===== src/rtl/skvl_pkg.sv =====
// shared types and constants of the sorted key and row-id leaf table
package skvl_pkg;

  localparam int TABLE_DEPTH = 256;
  localparam int KEY_BITS    = 32;
  localparam int PROBE_W     = 32;
  localparam int VAL_W       = 64;
  localparam int CAP_W       = 9;
  localparam int POS_W       = 9;

  localparam logic [CAP_W-1:0] CAP_RESET = 9'd256;

  typedef enum logic [1:0] {
    OP_LOOKUP = 2'd0,
    OP_INSERT = 2'd1,
    OP_REMOVE = 2'd2,
    OP_LOWER  = 2'd3
  } op_e;

  typedef enum logic [1:0] {
    ST_OK        = 2'd0,
    ST_NOT_FOUND = 2'd1,
    ST_FULL      = 2'd2
  } st_e;

  typedef struct packed {
    op_e                operation;
    logic [PROBE_W-1:0] probe_key;
    logic [VAL_W-1:0]   row_value;
  } in_t;

  typedef struct packed {
    st_e              status;
    logic [VAL_W-1:0] found_value;
    logic [POS_W-1:0] position;
    logic [POS_W-1:0] entry_count;
  } out_t;

  // controller to datapath
  typedef struct packed {
    logic load;
    logic rd_mid;
    logic rd_pos;
    logic step;
    logic check;
    logic shift_start;
    logic shift_run;
    logic write_new;
    logic cnt_inc;
    logic cnt_dec;
    logic out_load;
  } cmd_t;

  // datapath to controller
  typedef struct packed {
    op_e  op;
    logic lo_lt_hi;
    logic hit;
    logic full;
    logic shift_done;
    logic out_free;
  } stat_t;

endpackage


===== src/rtl/skvl_ctrl.sv =====
// sequencing state machine of the leaf table
module skvl_ctrl (
  input  logic            clk_i,
  input  logic            rst_ni,
  input  logic            in_valid_i,
  output logic            in_ready_o,
  input  skvl_pkg::stat_t stat_i,
  output skvl_pkg::cmd_t  cmd_o
);

  typedef enum logic [6:0] {
    S_IDLE     = 7'b0000001,
    S_SRCH_RD  = 7'b0000010,
    S_SRCH_CMP = 7'b0000100,
    S_CHECK    = 7'b0001000,
    S_SHIFT    = 7'b0010000,
    S_WRITE    = 7'b0100000,
    S_FINISH   = 7'b1000000
  } state_e;

  state_e state_q, state_d;

  always_ff @(posedge clk_i or negedge rst_ni) begin
    if (!rst_ni) begin
      state_q <= S_IDLE;
    end else begin
      state_q <= state_d;
    end
  end

  assign in_ready_o = (state_q == S_IDLE);

  always_comb begin
    state_d = state_q;
    cmd_o   = '0;
    unique case (state_q)
      S_IDLE: begin
        if (in_valid_i) begin
          cmd_o.load = 1'b1;
          state_d    = S_SRCH_RD;
        end
      end
      S_SRCH_RD: begin
        if (stat_i.lo_lt_hi) begin
          cmd_o.rd_mid = 1'b1;
          state_d      = S_SRCH_CMP;
        end else begin
          // search converged, fetch the entry at the lower bound
          cmd_o.rd_pos = 1'b1;
          state_d      = S_CHECK;
        end
      end
      S_SRCH_CMP: begin
        cmd_o.step = 1'b1;
        state_d    = S_SRCH_RD;
      end
      S_CHECK: begin
        cmd_o.check = 1'b1;
        state_d     = S_FINISH;
        if ((stat_i.op == skvl_pkg::OP_INSERT && !stat_i.full) ||
            (stat_i.op == skvl_pkg::OP_REMOVE && stat_i.hit)) begin
          cmd_o.shift_start = 1'b1;
          state_d           = S_SHIFT;
        end
      end
      S_SHIFT: begin
        cmd_o.shift_run = 1'b1;
        if (stat_i.shift_done) begin
          if (stat_i.op == skvl_pkg::OP_INSERT) begin
            state_d = S_WRITE;
          end else begin
            cmd_o.cnt_dec = 1'b1;
            state_d       = S_FINISH;
          end
        end
      end
      S_WRITE: begin
        cmd_o.write_new = 1'b1;
        cmd_o.cnt_inc   = 1'b1;
        state_d         = S_FINISH;
      end
      S_FINISH: begin
        if (stat_i.out_free) begin
          cmd_o.out_load = 1'b1;
          state_d        = S_IDLE;
        end
      end
      default: begin
        state_d = S_IDLE;
      end
    endcase
  end

endmodule


===== config.mk =====
export PLATFORM = sky130hd
export DESIGN_NAME = skvl_ctrl
export DESIGN_NICKNAME = d
export VERILOG_FILES = /design/src/rtl/skvl_pkg.sv /design/src/rtl/skvl_ctrl.sv
export SDC_FILE = /design/constraint.sdc
export NUM_CORES = 1
export LEC_CHECK = 0
export CORE_AREA = 2 2 39 41
export CTS_BUF_LIST = sky130_fd_sc_hd__clkbuf_4 sky130_fd_sc_hd__clkbuf_8
export DETAILED_ROUTE_END_ITERATION = 10
export DIE_AREA = 0 0 41 43
export DONT_BUFFER_PORTS = 1
export PLACE_DENSITY = 0.61
export SETUP_SLACK_MARGIN = 0.2
export SYNTH_ARGS = -nofsm -noshare
export SYNTH_HDL_FRONTEND = slang
export SYNTH_SLANG_ARGS = --single-unit

===== constraint.sdc =====
create_clock -name clk_i -period 1.3 [get_ports clk_i]
set_input_delay 0.065 -clock clk_i [delete_from_list [all_inputs] [get_ports clk_i]]
set_output_delay 0.065 -clock clk_i [all_outputs]
set_load 0.005 [all_outputs]

**Word level (Yosys, flattened, before mapping)**

Index checks and enable logic that the tools add are counted.

- Output and inout bits: 12
- Input port bits: 10
- Register bits after elaboration: 7

- Equality and inequality tests: 12
- Reductions and logical operators: 5
- Mux-type cells: 22

Operators with widths:

| kind | count |
|---|---|
| case mux 7 bit (7 select lines) | 1 |
| 2-to-1 mux 7 bit | 5 |
| 2-to-1 mux 1 bit | 12 |
| equality test 7 x 1 -> 1 bit (second input constant) | 1 |
| equality test 7 x 2 -> 1 bit (second input constant) | 1 |
| equality test 7 x 3 -> 1 bit (second input constant) | 1 |
| equality test 7 x 4 -> 1 bit (second input constant) | 1 |
| equality test 7 x 5 -> 1 bit (second input constant) | 1 |
| equality test 7 x 6 -> 1 bit (second input constant) | 1 |
| equality test 7 bit (second input constant) | 1 |
| 2-to-1 mux 2 bit | 3 |
| inequality test 2 bit (second input constant) | 3 |
| 2-to-1 mux 4 bit | 1 |
| AND reduction 3 bit | 1 |
| equality test 2 x 1 -> 1 bit (second input constant) | 1 |
| equality test 2 bit (second input constant) | 1 |
| logical AND 1 bit | 2 |
| logical NOT 1 bit | 1 |
| logical OR 1 bit | 1 |

**Logic depth before layout (Yosys ltp)**

Gate-level depths: netlist of run 1.

- Depth in word-level cells: 5
- Mapped depth: 4
- Mapped depth without buffers: 4

**Worst setup path after synthesis of run 1**

OpenSTA, ideal clock, no wires.

- Kind: flip-flop to flip-flop
- Start point: register state_q[2]
- End point: register state_q[0]
- Cell stages (with the launch flop): 5
- Path slack: -0.104 ns
- Arrival: 1.311 ns
- Clock period less this slack: 1.404 ns
- Setup time: 0.093 ns
- Cells stage by stage: dfrtp_1 > xnor2_1 > or3_1 > a2111oi_2 > o22ai_1

- Word-level cells in the longest chain between the ends: 3

Ends and longest elaborated chain:

| element | RTL line | source |
|---|---|---|
| start, declared | skvl_ctrl.sv:21 | `state_e state_q, state_d;` |
| start signal, assigned | skvl_ctrl.sv:27 | `state_q <= state_d;` |
| equality test 7 x 5 -> 1 bit, or another cell as far along | skvl_ctrl.sv:36 | `unique case (state_q)` |
| inequality test 2 bit (no source line) | - |  |
| AND reduction 3 bit (no source line) | - |  |

Parallel ways exist; a longest one is shown, timed or not.
A chain may end at the register's enable or synchronous reset.

**Final worst setup path of run 1**

- Start point: register state_q[4]
- End point: register state_q[3]

Same word-level chain as after synthesis.

==> flow_summary.json, run 1 <==
{
  "swShare_pct": 35.64,
  "cp_common_cell": "buf_4",
  "syn-num-nets": 70,
  "rrSetupSlack_ps": -250,
  "status": "complete, but fails checks",
  "largest_register_ffs": 7,
  "clk_latency_ps": 240,
  "wirelength_um": 1593,
  "tns_ps": -2849,
  "min_period_ps": 1548,
  "root_buffer": "clkbuf_4",
  "die_width_um": 41,
  "cp-end-kind": "flip-flop",
  "synth_edf_count": 0,
  "clock_path_buffers": 2,
  "drt-wirelength-per-cell_um": 13.85,
  "drc": 0,
  "die_h_um": 43,
  "grtUsageTotal_pct": 20.26,
  "fin_nets": 110,
  "p_int_uw": 996.0,
  "htreeDepth": 1,
  "cap_viol_max_count": 0,
  "worstPathCellList": "nor3_4 -> buf_4 -> nand4b_1 -> buf_6 -> buf_4 -> buf_4 -> nor2_2",
  "antenna_found_initial": 0,
  "gp_congestion": 0.8439,
  "path_clk_slew_ps": 50,
  "cp-start-kind": "flip-flop",
  "synth_warnings": 0,
  "tritoncts": "done",
  "regMostFlops": "state_q",
  "path_class": "reg2reg",
  "synth_top_area_share_pct": 30.23,
  "area_growth_pct": 94.71,
  "synth_top_cell_by_area": "dfrtp_1",
  "vias_per_cell": 5.130,
  "firstDrtPassIters": 4,
  "core_um2": 1384,
  "rsz0062_at_grt": "yes",
  "power_density_nw_per_um2": 1600,
  "drv_slew": 0,
  "cts_buffers": 3,
  "synthTopCellsByCount": "nor2_1 (9), dfrtp_1 (6), inv_1 (5), nor2b_1 (5)",
  "die_area_um2": 1763,
  "portBuffers": 0,
  "cp_slowest_cell": "dfrtp_2",
  "worst_pin_slew_ps": 290.0,
  "synth_area_leaders": "dfrtp_1 (30%), nand4b_1 (7.1%), nor2_1 (6.8%), nor2b_1 (6.3%), dfstp_2 (5.3%)",
  "drive_above_1_share_pct": 59.60,
  "dp_hpwl_um": 1027,
  "rows": 14,
  "ys.flop_type": "dfrtp_1",
  "pwr-share-comb_pct": 65.6,
  "drtIter0Drc": 10,
  "cts_sinks": 7,
  "final_antenna_net_count": 0,
  "failed_checks": "setup timing",
  "top_regs": "state_q x7",
  "grt_start_max_net_pins": 10,
  "start_util_pct": 35.90,
  "grt_pass1_vias": 551,
  "antenna_cells": 0,
  "pwr-share-seq_pct": 21.1,
  "synth_cell_types": 24,
  "fill_cells": 102,
  "cp.required_ps": 1480,
  "dpl_worst_slack_ps": -67.71,
  "io_pins": 22,
  "ys_ff_latch": 7,
  "netlist_area_um2": 496.7,
  "critical-path-max-stage-delay_ps": 430,
  "synthCells": 60,
  "ir_drop_uv": 1269,
  "layout_setup_ws_ps": -248.3,
  "hold_class": "in2reg",
  "dp.cells": 95,
  "grt_overflow_total": 0,
  "hold_viol_final": 0,
  "arrival_ps": 1730,
  "ys_async_sr_fraction_pct": 100.0,
  "post-route-period-util_pct": 119.1,
  "crit_path_max_fanout": 4,
  "p_sw_uw": 551.6,
  "yosysMostFrequentCell": "nor2_1",
  "clkPwrFrac_pct": 13.3,
  "yosysSeqAreaShare_pct": 35.52,
  "leakagePower_nw": 0.4263,
  "fmax_mhz": 645.9,
  "fin_hold_ws_ps": 46.54,
  "fin_cells": 115,
  "setup_violations": 19,
  "grt_pass1_wl_um": 2325,
  "syn-mean-instance-area_um2": 8.279,
  "vias": 590,
  "slew_headroom_pct": 80.60,
  "skew_ps": 0.4357,
  "utilization_pct": 69.89
}
## power by group through the flow
stage                     clock network [mW]  registers [mW]  logic (mW)
after floorplan                            0           0.340       0.310
after global placement                     0           0.322       0.654
after detailed placement                   0           0.325       0.658
after CTS                              0.216           0.322       0.866
after global routing                   0.224           0.333        1.10
final                                  0.206           0.326        1.02
## cells by family (layout without fill, tap and decap cells)
kind of cell              after synthesis  count (layout)  synth area share [%]
AOI/OAI and AO/OA                      11              11                 15.36
xor gates and xnor gates                2               2                 3.527
and+or+nand+nor                        34              34                 40.30
buffers and inverters                   6              45                 5.291
DFF                                     7               7                 35.52
## worst paths after layout
kind,from,endpoint,depth (start not counted)
min in group asynchronous,rst_ni,state_q[1],1
worst min-delay path,stat_i[5],state_q[5],2
worst min register to register,state_q[1],state_q[1],2
worst max register to register,state_q[4],state_q[3],7
max in group asynchronous,rst_ni,state_q[0],1
worst max-delay path,state_q[4],state_q[3],7
## area by class of cell
cell class | count | area (um2) | share of cell area [%]
timing repair buffer | 36 | 295.3 | 30.53
multi-input combinational | 47 | 422.9 | 43.73
sequential | 7 | 180.2 | 18.63
tap | 16 | 20.02 | 2.070
inverter | 5 | 18.77 | 1.940
clock buffer | 4 | 30.03 | 3.105
## worst max-delay path, delay by kind of cell, from the launching register on
kind,cells,cell delay (ps)
DFF,1,430
buffers and inverters,4,600
and+or+nand+nor,3,460
## metal layers
layer / up-vias / GRT usage [%] / wire [um]
met5: - / 0 / 0
met4: 0 / 10.00 / 0
met3: 0 / 4.712 / 67
met2: 13 / 32.19 / 895
met1: 285 / 24.24 / 630
li1: 292 / - / -
## stage by stage
step	power [mW]	cell area, um2
2_1_floorplan	0.6503	508.0
3_3_place_gp	0.9755	670.6
3_5_place_dp	0.9830	670.6
4_1_cts	1.403	884.6
5_1_grt	1.653	967.2
6_report	1.548	967.2
## cell usage in the layout, fill, tap and decap left out, types with 2 or more instances in the layout
| master | n |
|---|---|
| nor2_4 | 4 |
| dfrtp_1 | 3 |
| dfrtp_2 | 3 |
| buf_4 | 28 |
| nand2b_1 | 2 |
| xnor2_1 | 2 |
| buf_6 | 4 |
| clkbuf_4 | 4 |
| nor2_1 | 2 |
| o22ai_1 | 2 |
| nor2_2 | 3 |
| nand4b_1 | 4 |
| inv_1 | 4 |
| nand3b_1 | 3 |
| dlygate4sd3_1 | 4 |
| nor2b_1 | 5 |
## timing repair
action / CTS / global route
hold endpoints to repair: 11 / 0
gates resized for setup: 23 / 8
setup endpoints to repair: 19 / 19
pin swaps: 14 / 4
buffers inserted: 7 / 5
hold buffers: 4 / 0
No activity file was read; power rests on OpenSTA's default activity.
==> run 2, diff against run 1 <==
REMOVE_ABC_BUFFERS = 1   (was unset)
==> run 2 against run 1 <==
Against the previous run: the run still ends with setup timing left; sequential share of layout area rose by 0.63 points; via count is 3.1% higher; die area stayed put.
==> flow_summary.json, run 2 (synthesized netlist as in run 1, its figures left out) <==
{
  "status": "complete, but fails checks",
  "failed_checks": "setup timing",
  "drc": 0,
  "min_period_ps": 1534,
  "path_class": "reg2out",
  "total_power_mw": 1.579,
  "worstReg2RegStart": "state_q[5]",
  "reg2regPathDepth": 4,
  "min_path_cells": 2,
  "largest_register_ffs": 7,
  "worstPathCellList": "nor3_2 -> buf_4 -> nand4b_1 -> buf_4 -> inv_2 -> and2_4",
  "cp-end-kind": "primary output",
  "critical-path-max-stage-delay_ps": 410,
  "grt_start_max_net_pins": 8,
  "root_buffer": "clkbuf_4",
  "grt_pass1_vias": 611,
  "antenna_found_initial": 0,
  "top_regs": "state_q x7",
  "layout_setup_ws_ps": -233.7,
  "power_density_nw_per_um2": 1724,
  "setup_violations": 19,
  "cp-start-kind": "flip-flop",
  "regMostFlops": "state_q",
  "grt_overflow_total": 0,
  "drive_above_1_share_pct": 53.61,
  "min_to": "state_q[6]",
  "crit_path_max_fanout": 4,
  "die_width_um": 41,
  "start_util_pct": 35.90,
  "area_growth_pct": 84.38,
  "clock_path_buffers": 2,
  "fin_nets": 108,
  "rrSetupSlack_ps": -230,
  "portBuffers": 0,
  "clk_latency_ps": 250,
  "worst_pin_slew_ps": 347.7,
  "final_cell_mix": "buf_4 (26), dfrtp_1 (6), nor2_4 (5)",
  "hp-start": "stat_i[1]",
  "cts_buffers": 3,
  "drv_slew": 0,
  "final_antenna_net_count": 0,
  "core_um2": 1384,
  "tritoncts": "done",
  "drt-wirelength-per-cell_um": 14.63,
  "ir_drop_uv": 1245,
  "fill_cells": 111,
  "die_h_um": 43,
  "drtIter0Drc": 35,
  "cap_viol_max_count": 0,
  "r2r-end": "state_q[0]",
  "arrival_ps": 1470,
  "post_dp_cell_area_um2": 659.4,
  "cp_slowest_cell": "dfrtp_1",
  "wirelength_um": 1653,
  "leakagePower_nw": 0.4168,
  "firstDrtPassIters": 4,
  "antenna_cells": 0,
  "die_area_um2": 1763,
  "io_pins": 22,
  "grtUsageTotal_pct": 21.23,
  "timing.critical_path.from": "state_q[6]",
  "dp_hpwl_um": 1043,
  "vias": 608,
  "slew_headroom_pct": 76.74,
  "skew_ps": 2.014,
  "cp.required_ps": 1240,
  "stdcell_area_um2": 915.9,
  "path_clk_slew_ps": 60,
  "cts_sinks": 7,
  "fin_hold_ws_ps": 48.78,
  "grt_pass1_wl_um": 2553,
  "hold_class": "in2reg",
  "gp_congestion": 0.8147,
  "cp_num_buf_inv": 3,
  "final_common_cell": "buf_4",
  "fmax_mhz": 652.0,
  "htreeDepth": 1,
  "vias_per_cell": 5.381,
  "critical-path-top-delay-family": "simple AND/OR/NAND/NOR gates",
  "cp_common_cell": "buf_4",
  "hold_viol_final": 0,
  "post-route-period-util_pct": 118.0,
  "rsz0062_at_grt": "yes",
  "rows": 14
}
## run 2: changes by cell type in the layout (fill, tap and decap cells not counted), sizes merged
cell	before	now
buf	32	30
## run 2: where the power goes
part	switching, mW	leakage (nW)	internal [mW]
Clock	0.0891	0.0184	0.139
Sequential	0.0653	0.0925	0.275
Combinational	0.411	0.306	0.599
Total	0.566	0.417	1.01
## run 2: worst reg2reg max path, delay by kind of cell (launching register included)
kind / cells / cell delay [ps]
AND/OR/NAND/NOR: 1 / 360
flip-flops: 1 / 400
buffers and inverters: 1 / 160
AO/OA/AOI/OAI: 2 / 530
## run 2: layout make-up
cell class                      count  area (um2)  share of cell area (%)
Timing Repair Buffer               34       280.3                   30.60
Inverter                            5       18.77                   2.049
Sequential cell                     7       176.4                   19.26
Clock buffer                        4       30.03                   3.279
Tap cell                           16       20.02                   2.186
Multi-Input combinational cell     47       390.4                   42.62
## run 2: worst max-delay path by stage
stage                       endpoint  cells after the start  slack [ps]
final                      cmd_o[10]                      6        -230
after global routing        cmd_o[2]                      4        -310
after CTS                  cmd_o[10]                      6        -190
after detailed placement  state_q[0]                      4        -130
after global placement    state_q[0]                      4        -100
after floorplan           state_q[0]                      4        -100
## run 2: stage by stage
step                util, %  worst slack [ps]  setup TNS, ps  cells
CTS                   63.74            -193.8          -2101    112
finish                66.18            -233.7          -2669    113
floorplan                 -            -103.9         -104.6     59
global placement      47.65            -101.9         -217.1     95
detailed placement    47.65            -128.5         -230.8     95
global route          66.18            -309.1          -4006    113
## run 2: timing repair
| action | CTS | global route |
|---|---|---|
| buffers inserted | 9 | 1 |
| setup endpoints to repair | 19 | 19 |
| endpoints found under the hold margin | 11 | 0 |
| pin swaps | 10 | 3 |
| gates cloned | 0 | 0 |
| resized for setup | 22 | 5 |
| hold buffers | 4 | 0 |
## run 2: layer usage
metal  wire length (um)  track usage [%]  vias up
met5                  0                0        -
met4                 12            8.667        0
met3                 95            4.712        2
met2                844            30.94       22
met1                700            29.28      292
li1                   -                -      292
